==> src/hdl/tfn_pkg.sv <==
// shared types, constants and helpers of the triangle face normal unit
`default_nettype none

package tfn_pkg;

  localparam int VERTEX_DEPTH = 4096;
  localparam int ADDR_W       = $clog2(VERTEX_DEPTH);
  localparam int IDX_W        = 12;
  localparam int POS_W        = 24;
  localparam int DIFF_W       = POS_W + 1;
  localparam int PROD_W       = 2 * DIFF_W;
  localparam int CROSS_W      = PROD_W + 1;
  localparam int NRM_W        = 16;
  localparam int NRM_FRAC     = 14;

  localparam logic [1:0] REQ_LOAD = 2'd0;
  localparam logic [1:0] REQ_TRI  = 2'd1;
  localparam logic [1:0] REQ_READ = 2'd2;

  typedef struct packed {
    logic [1:0]              req_type;
    logic [IDX_W-1:0]        index_a;
    logic [IDX_W-1:0]        index_b;
    logic [IDX_W-1:0]        index_c;
    logic signed [POS_W-1:0] pos_x;
    logic signed [POS_W-1:0] pos_y;
    logic signed [POS_W-1:0] pos_z;
  } req_t;

  typedef struct packed {
    logic signed [NRM_W-1:0] normal_x;
    logic signed [NRM_W-1:0] normal_y;
    logic signed [NRM_W-1:0] normal_z;
    logic                    degenerate;
  } res_t;

  typedef logic signed [CROSS_W-1:0] cross_t;

  typedef struct packed {
    cross_t cx;
    cross_t cy;
    cross_t cz;
  } cross_vec_t;

  typedef enum logic [3:0] {
    S_IDLE, S_LOAD, S_RDN, S_RDN_W, S_RD_A, S_RD_B, S_RD_C, S_CAP,
    S_DIFF, S_MUL, S_NSTART, S_NWAIT, S_WR_A, S_WR_B, S_WR_C, S_EMIT
  } tfn_state_t;

  typedef enum logic [3:0] {
    N_IDLE, N_MAX, N_SHIFT, N_SQ, N_SQRT, N_DIV_INIT, N_DIV_STEP,
    N_DIV_STORE, N_DONE
  } norm_state_t;

  function automatic logic in_store(input logic [IDX_W-1:0] idx);
    return 32'(idx) < 32'(VERTEX_DEPTH);
  endfunction

endpackage

`default_nettype wire

==> src/hdl/tfn_norm.sv <==
// normalizer: cross product to unit normal by shift, square sum, root and divide
`default_nettype none

module tfn_norm (
  input  wire logic              clk,
  input  wire logic              rst,
  input  wire logic              start,
  input  wire tfn_pkg::cross_vec_t cvec,
  output logic                   done,
  output tfn_pkg::res_t          res
);
  import tfn_pkg::*;

  norm_state_t state, state_next;

  logic [CROSS_W-1:0] mag [3];
  logic               sgn [3];
  logic [CROSS_W-1:0] m;
  logic [CROSS_W-1:0] m_max;

  logic [1:0]  sq_k;
  logic [29:0] sq_op;
  logic [59:0] sq_prod;
  logic [63:0] sum;

  logic [63:0] s_rem;
  logic [63:0] root;
  logic [63:0] bitv;
  logic [63:0] trial_sq;

  logic [31:0] len;
  logic [1:0]  dv_j;
  logic [3:0]  dv_i;
  logic [45:0] rem;
  logic [45:0] trial_dv;
  logic [14:0] q;
  logic [29:0] dv_op;
  logic signed [NRM_W-1:0] nval;

  logic m_big;
  logic m_small;

  always_comb begin
    m_max = mag[0];
    if (mag[1] > m_max) begin
      m_max = mag[1];
    end
    if (mag[2] > m_max) begin
      m_max = mag[2];
    end
  end

  assign m_big   = m[CROSS_W-1:30] != '0;
  assign m_small = !m_big && !m[29];

  always_comb begin
    unique case (sq_k)
      2'd0:    sq_op = mag[0][29:0];
      2'd1:    sq_op = mag[1][29:0];
      2'd2:    sq_op = mag[2][29:0];
      default: sq_op = '0;
    endcase
  end

  always_comb begin
    unique case (dv_j)
      2'd0:    dv_op = mag[0][29:0];
      2'd1:    dv_op = mag[1][29:0];
      default: dv_op = mag[2][29:0];
    endcase
  end

  assign trial_sq = root + bitv;
  assign trial_dv = 46'(len) << dv_i;

  always_comb begin
    unique case (dv_j)
      2'd0:    nval = sgn[0] ? -NRM_W'(q) : NRM_W'(q);
      2'd1:    nval = sgn[1] ? -NRM_W'(q) : NRM_W'(q);
      default: nval = sgn[2] ? -NRM_W'(q) : NRM_W'(q);
    endcase
  end

  // next state
  always_comb begin
    state_next = state;
    unique case (state)
      N_IDLE:      if (start) state_next = N_MAX;
      N_MAX:       state_next = N_SHIFT;
      N_SHIFT: begin
        if (m == '0) begin
          state_next = N_DONE;
        end else if (!m_big && !m_small) begin
          state_next = N_SQ;
        end
      end
      N_SQ:        if (sq_k == 2'd3) state_next = N_SQRT;
      N_SQRT:      if (bitv == 64'd1) state_next = N_DIV_INIT;
      N_DIV_INIT:  state_next = N_DIV_STEP;
      N_DIV_STEP:  if (dv_i == 4'd0) state_next = N_DIV_STORE;
      N_DIV_STORE: state_next = (dv_j == 2'd2) ? N_DONE : N_DIV_INIT;
      N_DONE:      state_next = N_IDLE;
      default:     state_next = N_IDLE;
    endcase
  end

  // outputs
  always_comb begin
    done = (state == N_DONE);
  end

  always_ff @(posedge clk) begin
    if (rst) begin
      state <= N_IDLE;
    end else begin
      state <= state_next;
    end
  end

  always_ff @(posedge clk) begin
    unique case (state)
      N_IDLE: begin
        if (start) begin
          sgn[0] <= cvec.cx < 0;
          sgn[1] <= cvec.cy < 0;
          sgn[2] <= cvec.cz < 0;
          mag[0] <= (cvec.cx < 0) ? CROSS_W'(-cvec.cx) : CROSS_W'(cvec.cx);
          mag[1] <= (cvec.cy < 0) ? CROSS_W'(-cvec.cy) : CROSS_W'(cvec.cy);
          mag[2] <= (cvec.cz < 0) ? CROSS_W'(-cvec.cz) : CROSS_W'(cvec.cz);
          res    <= '0;
        end
      end
      N_MAX: begin
        m <= m_max;
      end
      N_SHIFT: begin
        sq_k <= 2'd0;
        sum  <= '0;
        if (m == '0) begin
          res.degenerate <= 1'b1;
        end else if (m_big) begin
          m      <= m >> 1;
          mag[0] <= mag[0] >> 1;
          mag[1] <= mag[1] >> 1;
          mag[2] <= mag[2] >> 1;
        end else if (m_small) begin
          m      <= m << 1;
          mag[0] <= mag[0] << 1;
          mag[1] <= mag[1] << 1;
          mag[2] <= mag[2] << 1;
        end
      end
      N_SQ: begin
        sq_prod <= sq_op * sq_op;
        if (sq_k != 2'd0) begin
          sum <= sum + 64'(sq_prod);
        end
        sq_k <= sq_k + 2'd1;
        if (sq_k == 2'd3) begin
          s_rem <= sum + 64'(sq_prod);
          root  <= '0;
          bitv  <= 64'd1 << 62;
        end
      end
      N_SQRT: begin
        if (s_rem >= trial_sq) begin
          s_rem <= s_rem - trial_sq;
          root  <= (root >> 1) + bitv;
        end else begin
          root <= root >> 1;
        end
        bitv <= bitv >> 2;
        dv_j <= 2'd0;
      end
      N_DIV_INIT: begin
        if (dv_j == 2'd0) begin
          len <= root[31:0];
          rem <= (46'(dv_op) << NRM_FRAC) + 46'(root[31:1]);
        end else begin
          rem <= (46'(dv_op) << NRM_FRAC) + 46'(len >> 1);
        end
        dv_i <= 4'd14;
        q    <= '0;
      end
      N_DIV_STEP: begin
        if (rem >= trial_dv) begin
          rem     <= rem - trial_dv;
          q[dv_i] <= 1'b1;
        end
        dv_i <= dv_i - 4'd1;
      end
      N_DIV_STORE: begin
        unique case (dv_j)
          2'd0:    res.normal_x <= nval;
          2'd1:    res.normal_y <= nval;
          default: res.normal_z <= nval;
        endcase
        dv_j <= dv_j + 2'd1;
      end
      default: begin
      end
    endcase
  end

endmodule

`default_nettype wire

==> config.mk <==
export PLATFORM = sky130hd
export DESIGN_NAME = tfn_norm
export DESIGN_NICKNAME = d
export VERILOG_FILES = /design/src/hdl/tfn_pkg.sv /design/src/hdl/tfn_norm.sv
export SDC_FILE = /design/constraint.sdc
export NUM_CORES = 2
export LEC_CHECK = 0
export ABC_AREA = 1
export BUFFER_PORTS_ARGS = -buffer_cell sky130_fd_sc_hd__buf_2
export CAP_MARGIN = 15
export CORE_ASPECT_RATIO = 0.75
export CORE_UTILIZATION = 50
export DETAILED_ROUTE_END_ITERATION = 8
export GPL_TIMING_DRIVEN = 0
export HOLD_SLACK_MARGIN = 0.05
export MAX_ROUTING_LAYER = met4
export PLACE_DENSITY = 0.66
export RECOVER_POWER = 100
export SLEW_MARGIN = 40
export SYNTH_ARGS = -nofsm -noshare
export SYNTH_HDL_FRONTEND = slang
export SYNTH_SLANG_ARGS = --single-unit
==> constraint.sdc <==
create_clock -name clk -period 20.5 [get_ports clk]
set_clock_uncertainty 0.05 [all_clocks]
set_input_delay 2.05 -clock clk [delete_from_list [all_inputs] [get_ports clk]]
set_output_delay 2.05 -clock clk [all_outputs]
set_load 0.01 [all_outputs]
# After elaboration in Yosys (flattened, before gate mapping)
# Memories as Yosys holds them, arrays and structs flattened.
# Index checks and enable logic that the tools add are counted.
dict set report word_totals {
  ff_bits 521
  ramBits 156
  in_bits 156
  out_inout_bits 50
  word_cells 179
  memories 2
}
dict set report classes {
  add_sub_neg 14
  multipliers 1
  n_lt_le_gt_ge 9
  n_eq_ne 28
  shift 1
  n_mux 68
  bitwise 7
  reduce_logical 32
}
# memory depth width read_ports rd_ports_with_merged_regs write_ports line_no
set memory_table {}
lappend memory_table {mag 3 51 3 0 3 tfn_norm.sv:16} ;# logic [CROSS_W-1:0] mag [3];
lappend memory_table {sgn 3 1 3 0 3 tfn_norm.sv:17} ;# logic sgn [3];
# op n
set op_table {}
lappend op_table {{two-way mux 51 bit} 14}
lappend op_table {{case mux 64 bit (2 select lines)} 4}
lappend op_table {{two-way mux 64 bit} 6}
lappend op_table {{less-than comparator 51 x 1 -> 1 bit (second input constant)} 3}
lappend op_table {{negation 51 bit} 3}
lappend op_table {{> comparator 51 bit} 2}
lappend op_table {{case mux 51 bit (2 select lines)} 1}
lappend op_table {{two-way mux 16 bit} 6}
lappend op_table {{case mux 48 bit (2 select lines)} 1}
lappend op_table {{case mux 46 bit (2 select lines)} 1}
lappend op_table {{adder 44 x 31 -> 45 bit} 2}
lappend op_table {{case mux 30 bit (3 select lines)} 1}
lappend op_table {{adder 63 x 64 -> 64 bit} 1}
lappend op_table {{adder 64 x 60 -> 64 bit} 1}
lappend op_table {{adder 64 bit} 1}
lappend op_table {{== test 64 x 1 -> 1 bit (second input constant)} 1}
lappend op_table {{greater-or-equal comparator 64 bit} 1}
lappend op_table {{subtractor 64 bit} 1}
lappend op_table {{multiplier 30 x 30 -> 60 bit} 1}
lappend op_table {{case mux 30 bit (2 select lines)} 1}
lappend op_table {{logical NOT 51 bit} 1}
lappend op_table {{two-way mux 49 bit} 1}
lappend op_table {{greater-or-equal comparator 46 bit} 1}
lappend op_table {{two-way mux 46 bit} 1}
lappend op_table {{38 further kinds} 104}

# Logic depth before layout (Yosys ltp)
dict set report logic_depth {
  depth_word 9
  ltp_mapped 39
  ltp_nobuf 36
}

# Worst setup path after synthesis
# No wires, ideal clock.
dict set report synth_path {
  kind {register to register}
  start {reg state[2]}
  end {reg s_rem[0] (enable)}
  setup_ps 418
  arrival_ps 13140
  t_required_ps 20032
  path_slack_ps 6893
  stages_incl_launch_ff 8
  path_buffers 0
  synth_period_minus_slack_ps 13607
  cell_sequence {dfxtp_1 nor2_1 inv_1 nor2_1 clkinv_1 o21ai_0 o21ai_0 inv_1}
}
dict set report synth_via {
  elab_chain_cells 3
  word_cells_on_any_way 6
  classes_between {eq/ne: 4; reduce/logical: 2}
}
# item line_no
set synth_lines {}
lappend synth_lines {{start: declaration} tfn_norm.sv:14} ;# norm_state_t state, state_next;
lappend synth_lines {{start signal: assignment} tfn_norm.sv:116} ;# state <= state_next;
lappend synth_lines {{== test 4 x 3 -> 1 bit / == test 4 x 2 -> 1 bit (equally long branches)} tfn_norm.sv:121} ;# unique case (state)
lappend synth_lines {{!= test 2 bit (no source line) / nonzero test 2 bit (equally long branches)} --}
lappend synth_lines {{AND reduction 3 bit (no source line) (*)} --}
lappend synth_lines {{end signal: assignment} tfn_norm.sv:160} ;# s_rem <= sum + 64'(sq_prod);
lappend synth_lines {{end signal: assignment} tfn_norm.sv:167} ;# s_rem <= s_rem - trial_sq;
lappend synth_lines {{end: declaration} tfn_norm.sv:26} ;# logic [63:0] s_rem;
# Mark *: on every way between the ends. The rest lies on a longest branch, timed or not.
# A chain may end at the register's enable or synchronous reset.

# Worst setup path after layout
dict set report layout_path {
  start {reg sq_k[0]}
  end {reg sq_prod[58] (data pin)}
}
dict set report layout_via {
  elab_chain_cells 3
  word_cells_on_any_way 5
  classes_between {mul: 1; eq/ne: 2; mux: 1; reduce/logical: 1}
}
# item line_no
set layout_lines {}
lappend layout_lines {{start: declaration} tfn_norm.sv:21} ;# logic [1:0] sq_k;
lappend layout_lines {{start signal: assignment} tfn_norm.sv:158} ;# sq_k <= sq_k + 2'd1;
lappend layout_lines {{== test 2 bit, or another cell as far along} tfn_norm.sv:57} ;# unique case (sq_k)
lappend layout_lines {{case mux 30 bit (3 select lines) (*)} tfn_norm.sv:57}
lappend layout_lines {{multiplier 30 x 30 -> 60 bit (*)} tfn_norm.sv:154} ;# sq_prod <= sq_op * sq_op;
lappend layout_lines {{end signal: assignment} tfn_norm.sv:154}
lappend layout_lines {{end: declaration} tfn_norm.sv:23} ;# logic [59:0] sq_prod;
# Marked as above.

==> flow_results.org <==
** Run status
- The flow ran to the end, but the final reports show violations.
- Violated checks :: capacitance limit, slew limit

** Drt
- The first routing iteration left between 10,000 and 15,000 violations.
- Detail-routed net length per standard cell :: around 25 µm
- For this run, design rule violations remaining after detail routing come to 0.
- First-pass iteration count of the detailed router :: 9
- After detailed routing, the total wire length is 374,000 µm.
- The count of nets left with antenna violations once routing finished came out at 0.
- Average via count per standard cell :: 5.99
- For this block, the via count after detailed routing is approximately 88,000.

** Synthesis
- By instance count, the leading cell after synthesis is sky130_fd_sc_hd__nand2_1.
- The Yosys step of the flow raised 0 warnings.
- Share of synthesized cell area in full adder, half adder and majority cells :: about 25%
- In the synthesized netlist, the number of instances is roughly 12,000.
- By area, the combinational part of the netlist is dominated by simple AND/OR/NAND/NOR gates.
- Number of unique standard cell types used by synthesis :: just under 70
- Count of state elements after synthesis :: approximately 640
- Compound-cell area share of the yosys netlist :: 11.7%
- Dominant cells by area after synthesis :: sky130_fd_sc_hd__edfxtp_1 22%, sky130_fd_sc_hd__fa_1 16%, sky130_fd_sc_hd__nand2_1 13%, sky130_fd_sc_hd__inv_1 9.3%, sky130_fd_sc_hd__ha_1 9.0%
- Leading post-synthesis cells by instance count :: 2,888 x sky130_fd_sc_hd__nand2_1, 2,142 x sky130_fd_sc_hd__inv_1, 1,542 x sky130_fd_sc_hd__nor2_1
- Async S/R FF share, synth :: 0%
- In this run, synthesis inferred 640 flip-flops with an integrated enable.
- A synthesized cell averages 7.12 µm².
- For this run, the register share of the synthesized area comes to 22.3%.
- Of the total synthesized cell area, the portion taken by XOR and XNOR cells is a little over 3%.
- Most area-hungry cell type in the Yosys netlist :: sky130_fd_sc_hd__edfxtp_1
- Summing the areas of all and, or, nand and nor instances in the mapped netlist gives between 20% and 30% of the synthesized area.
- Summed over its instances, the top area cell type makes up between 20% and 30% of the synthesized netlist area.
- In the synthesized netlist the dominant register cell turns out to be sky130_fd_sc_hd__edfxtp_1.
- Netlist area before placement :: ~86,000 µm²
- The number of nets handed over by synthesis was roughly 14,000.
- In the synthesized netlist, mux cells make up less than 1% of the area.

** Clocking
- Clock sink count :: between 600 and 700
- The later pin in the worst-skew pair is clocked with a latency of roughly 740 ps.
- H-tree depth reported by CTS :: 3
- Buffers inserted during clock tree synthesis total 75.
- Reg clk slew, reported paths :: 70 ps
- Worst-case clock buffer depth :: 3
- Clock Root Buffer :: sky130_fd_sc_hd__clkbuf_16
- After clock tree synthesis, the setup repair step added 0 buffers.
- # hold bufs at CTS :: 0
- TritonCTS built the clock tree.
- Resized Gates After CTS :: 0

** Worst setup path
- Most numerous cell on the critical path :: sky130_fd_sc_hd__fa_1
- STA classifies the critical path endpoint as a flip-flop.
- Along the worst path, the maximum fanout reaches 10.
- FF-to-FF End :: sq_prod[58]
- Slowest stage cell, crit path :: sky130_fd_sc_hd__clkbuf_1
- STA classifies the critical path startpoint as a flip-flop.
- In this run the register-to-register setup slack is roughly 9800 ps.
- Data arrival at the endpoint of the critical path :: 11,150 ps
- The critical path in this run is classified as reg -> reg.
- Peak per-stage delay on the critical path :: between 600 and 700 ps
- Capturing element of the worst setup path :: sq_prod[58]
- At the worst endpoint, the required time is 20,920 ps.
- Launching element of the worst setup path :: sq_k[0]
- For the worst flop-to-flop path, the logic depth is 33.
- In this run the critical register-to-register path is launched from sq_k[0].

** Layout
- Proportion of layout cells with a drive suffix above 1 :: around 3.5%
- Post-layout utilization of the core :: a little over half
- For this run, the post-layout net count is 13,900.
- Relative to the synthesized area, the layout overhead comes to 7.30%.

** Die
- Initial Util :: around half
- Number of rows created at floorplan :: ~130
- The floorplan step set the die width to 482 µm.
- The die is 362 µm tall.
- Count of boundary I/O pins :: ~200
- The die covers ~170,000 µm².
- Standard cell core area :: ~170,000 µm²

** Global route
- Global-route total usage across every layer :: 43.5%
- Entering global routing, the biggest net connects 48 pins.
- The via count of the first global-routing pass is ~82,000.
- The first global-routing pass estimated between 500,000 and 600,000 µm of wire.
- For this run the aggregate overflow at the end of global routing stands at 0.
- The initial antenna violation count was 19.

** Placed design
- At the end of routability-driven placement, the weighted congestion stood at between 1 and 1.5.
- Port Buf Inserts :: just over 200
- Once detailed placement completed, the half-perimeter wirelength came to 316,000 µm.

** Min path
- Class of the worst hold path :: reg -> reg
- The worst hold path passes through 2 cells.

** Timing
- Measured against its own limit, the worst slew margin works out to -109%.
- Clock period minus final worst setup slack :: ~11,000 ps
- Final period utilization :: a little over half
- # setup viols final :: 0
- Max frequency :: ~93 MHz
- Setup repair after global routing left no endpoint under its margin.
- For the pin with the worst max-slew slack, the measured transition is between 3000 and 4000 ps.
- Count of endpoints failing hold in the final timing report :: 0
- The final-report max-slew violation count was ~210.

** Job
- Number of violations of the max-capacitance limit :: 6
critical path, delay by kind of cell, from the launching register on:
kind | cells | cell delay (ps)
buffers and inverters | 10 | 2350
AND/OR/NAND/NOR | 13 | 2890
adder cells (fa/ha/maj) | 10 | 4730
flip-flops | 1 | 440
logic make-up (layout without fill, tap and decap cells):
group	count (synthesis)	in the layout
XOR/XNOR	302	302
flip-flops	644	644
AO/OA/AOI/OAI	1837	1837
adder cells (fa/ha/maj)	1319	1319
AND/OR/NAND/NOR	5530	5530
buffers and inverters	2468	2840
other	0	14
multiplexers	34	34
cell usage in the layout (no fill, tap or decap), types with 19 or more instances in the layout:
master / synthesis / layout
sky130_fd_sc_hd__xnor2_1: 119 / 119
sky130_fd_sc_hd__nand2_1: 2888 / 2895
sky130_fd_sc_hd__clkbuf_16: 0 / 75
sky130_fd_sc_hd__and2_1: 52 / 51
sky130_fd_sc_hd__inv_1: 2142 / 2145
sky130_fd_sc_hd__nand3b_1: 44 / 44
sky130_fd_sc_hd__o21ai_1: 51 / 31
sky130_fd_sc_hd__buf_2: 67 / 188
sky130_fd_sc_hd__a21o_1: 51 / 51
sky130_fd_sc_hd__nor3_1: 103 / 105
sky130_fd_sc_hd__clkbuf_2: 3 / 28
sky130_fd_sc_hd__o221ai_1: 24 / 24
sky130_fd_sc_hd__nand4_1: 114 / 114
sky130_fd_sc_hd__fa_1: 698 / 698
sky130_fd_sc_hd__nor4_1: 56 / 55
sky130_fd_sc_hd__edfxtp_1: 640 / 640
sky130_fd_sc_hd__o22ai_1: 35 / 35
sky130_fd_sc_hd__xor2_1: 183 / 183
sky130_fd_sc_hd__clkinv_1: 10 / 23
sky130_fd_sc_hd__clkbuf_1: 174 / 289
sky130_fd_sc_hd__or2_2: 24 / 24
sky130_fd_sc_hd__o21bai_1: 50 / 50
sky130_fd_sc_hd__nor2_1: 1542 / 1549
sky130_fd_sc_hd__o21ai_0: 780 / 811
sky130_fd_sc_hd__buf_4: 25 / 19
sky130_fd_sc_hd__a31oi_1: 33 / 33
sky130_fd_sc_hd__mux2i_1: 34 / 34
sky130_fd_sc_hd__o211ai_1: 73 / 75
sky130_fd_sc_hd__ha_1: 621 / 621
sky130_fd_sc_hd__nand3_1: 633 / 633
sky130_fd_sc_hd__a21oi_1: 651 / 653
stage by stage:
step / instances / cell area (µm²) / setup TNS, ps / worst slack [ps] / hold slack [ps]
2_1_floorplan: 12100 / 86400 / 0 / 6890 / 383
3_3_place_gp: 14600 / 90200 / -216050 / -3380 / 436
3_5_place_dp: 14600 / 90800 / 0 / 10530 / 450
4_1_cts: 14800 / 93400 / 0 / 10510 / 459
5_1_grt: 14800 / 92700 / 0 / 9650 / 505
6_report: 14800 / 92700 / 0 / 9770 / 478
layer usage:
metal | up-vias | global-route usage, % | share of wire [%]
li1 | 39500 | - | -
met1 | 42200 | 63.5 | 43
met2 | 6148 | 55.0 | 37
met3 | 705 | 14.9 | 16
met4 | 0 | 13.7 | 3.8
met5 | - | - | 0
final cells by class:
| cell class | count | area, µm² |
|---|---|---|
| flip-flops and latches | 644 | 19300 |
| fillers | 16900 | 78100 |
| clock inverters | 55 | 652 |
| diodes | 14 | 35.0 |
| plain buffers | 301 | 1280 |
| well taps | 2261 | 2830 |
| clock buffers | 82 | 1900 |
| multi-input cells | 9022 | 57500 |
| repair buffers | 235 | 1080 |
| inverters | 2167 | 8140 |
sequential cells by signal, indices dropped and copies added (netlist names), 46 cells and up:
name / cells
m: 51
mag: 153
rem: 46
res: 49
root: 64
s_rem: 64
sq_prod: 59
sum: 64
worst min-delay path by stage:
stage	start	to	slack, ps
final	state[2]	state[2]	480
after global routing	root[0]	len[0]	500
after CTS	state[2]	state[2]	460
after detailed placement	state[2]	state[2]	450
after global placement	state[2]	state[2]	440
after floorplan	root[0]	len[0]	380
Power is left out: the tool's default activity adds up to more than one toggle a clock period on the data nets, which glitch-free logic cannot reach.
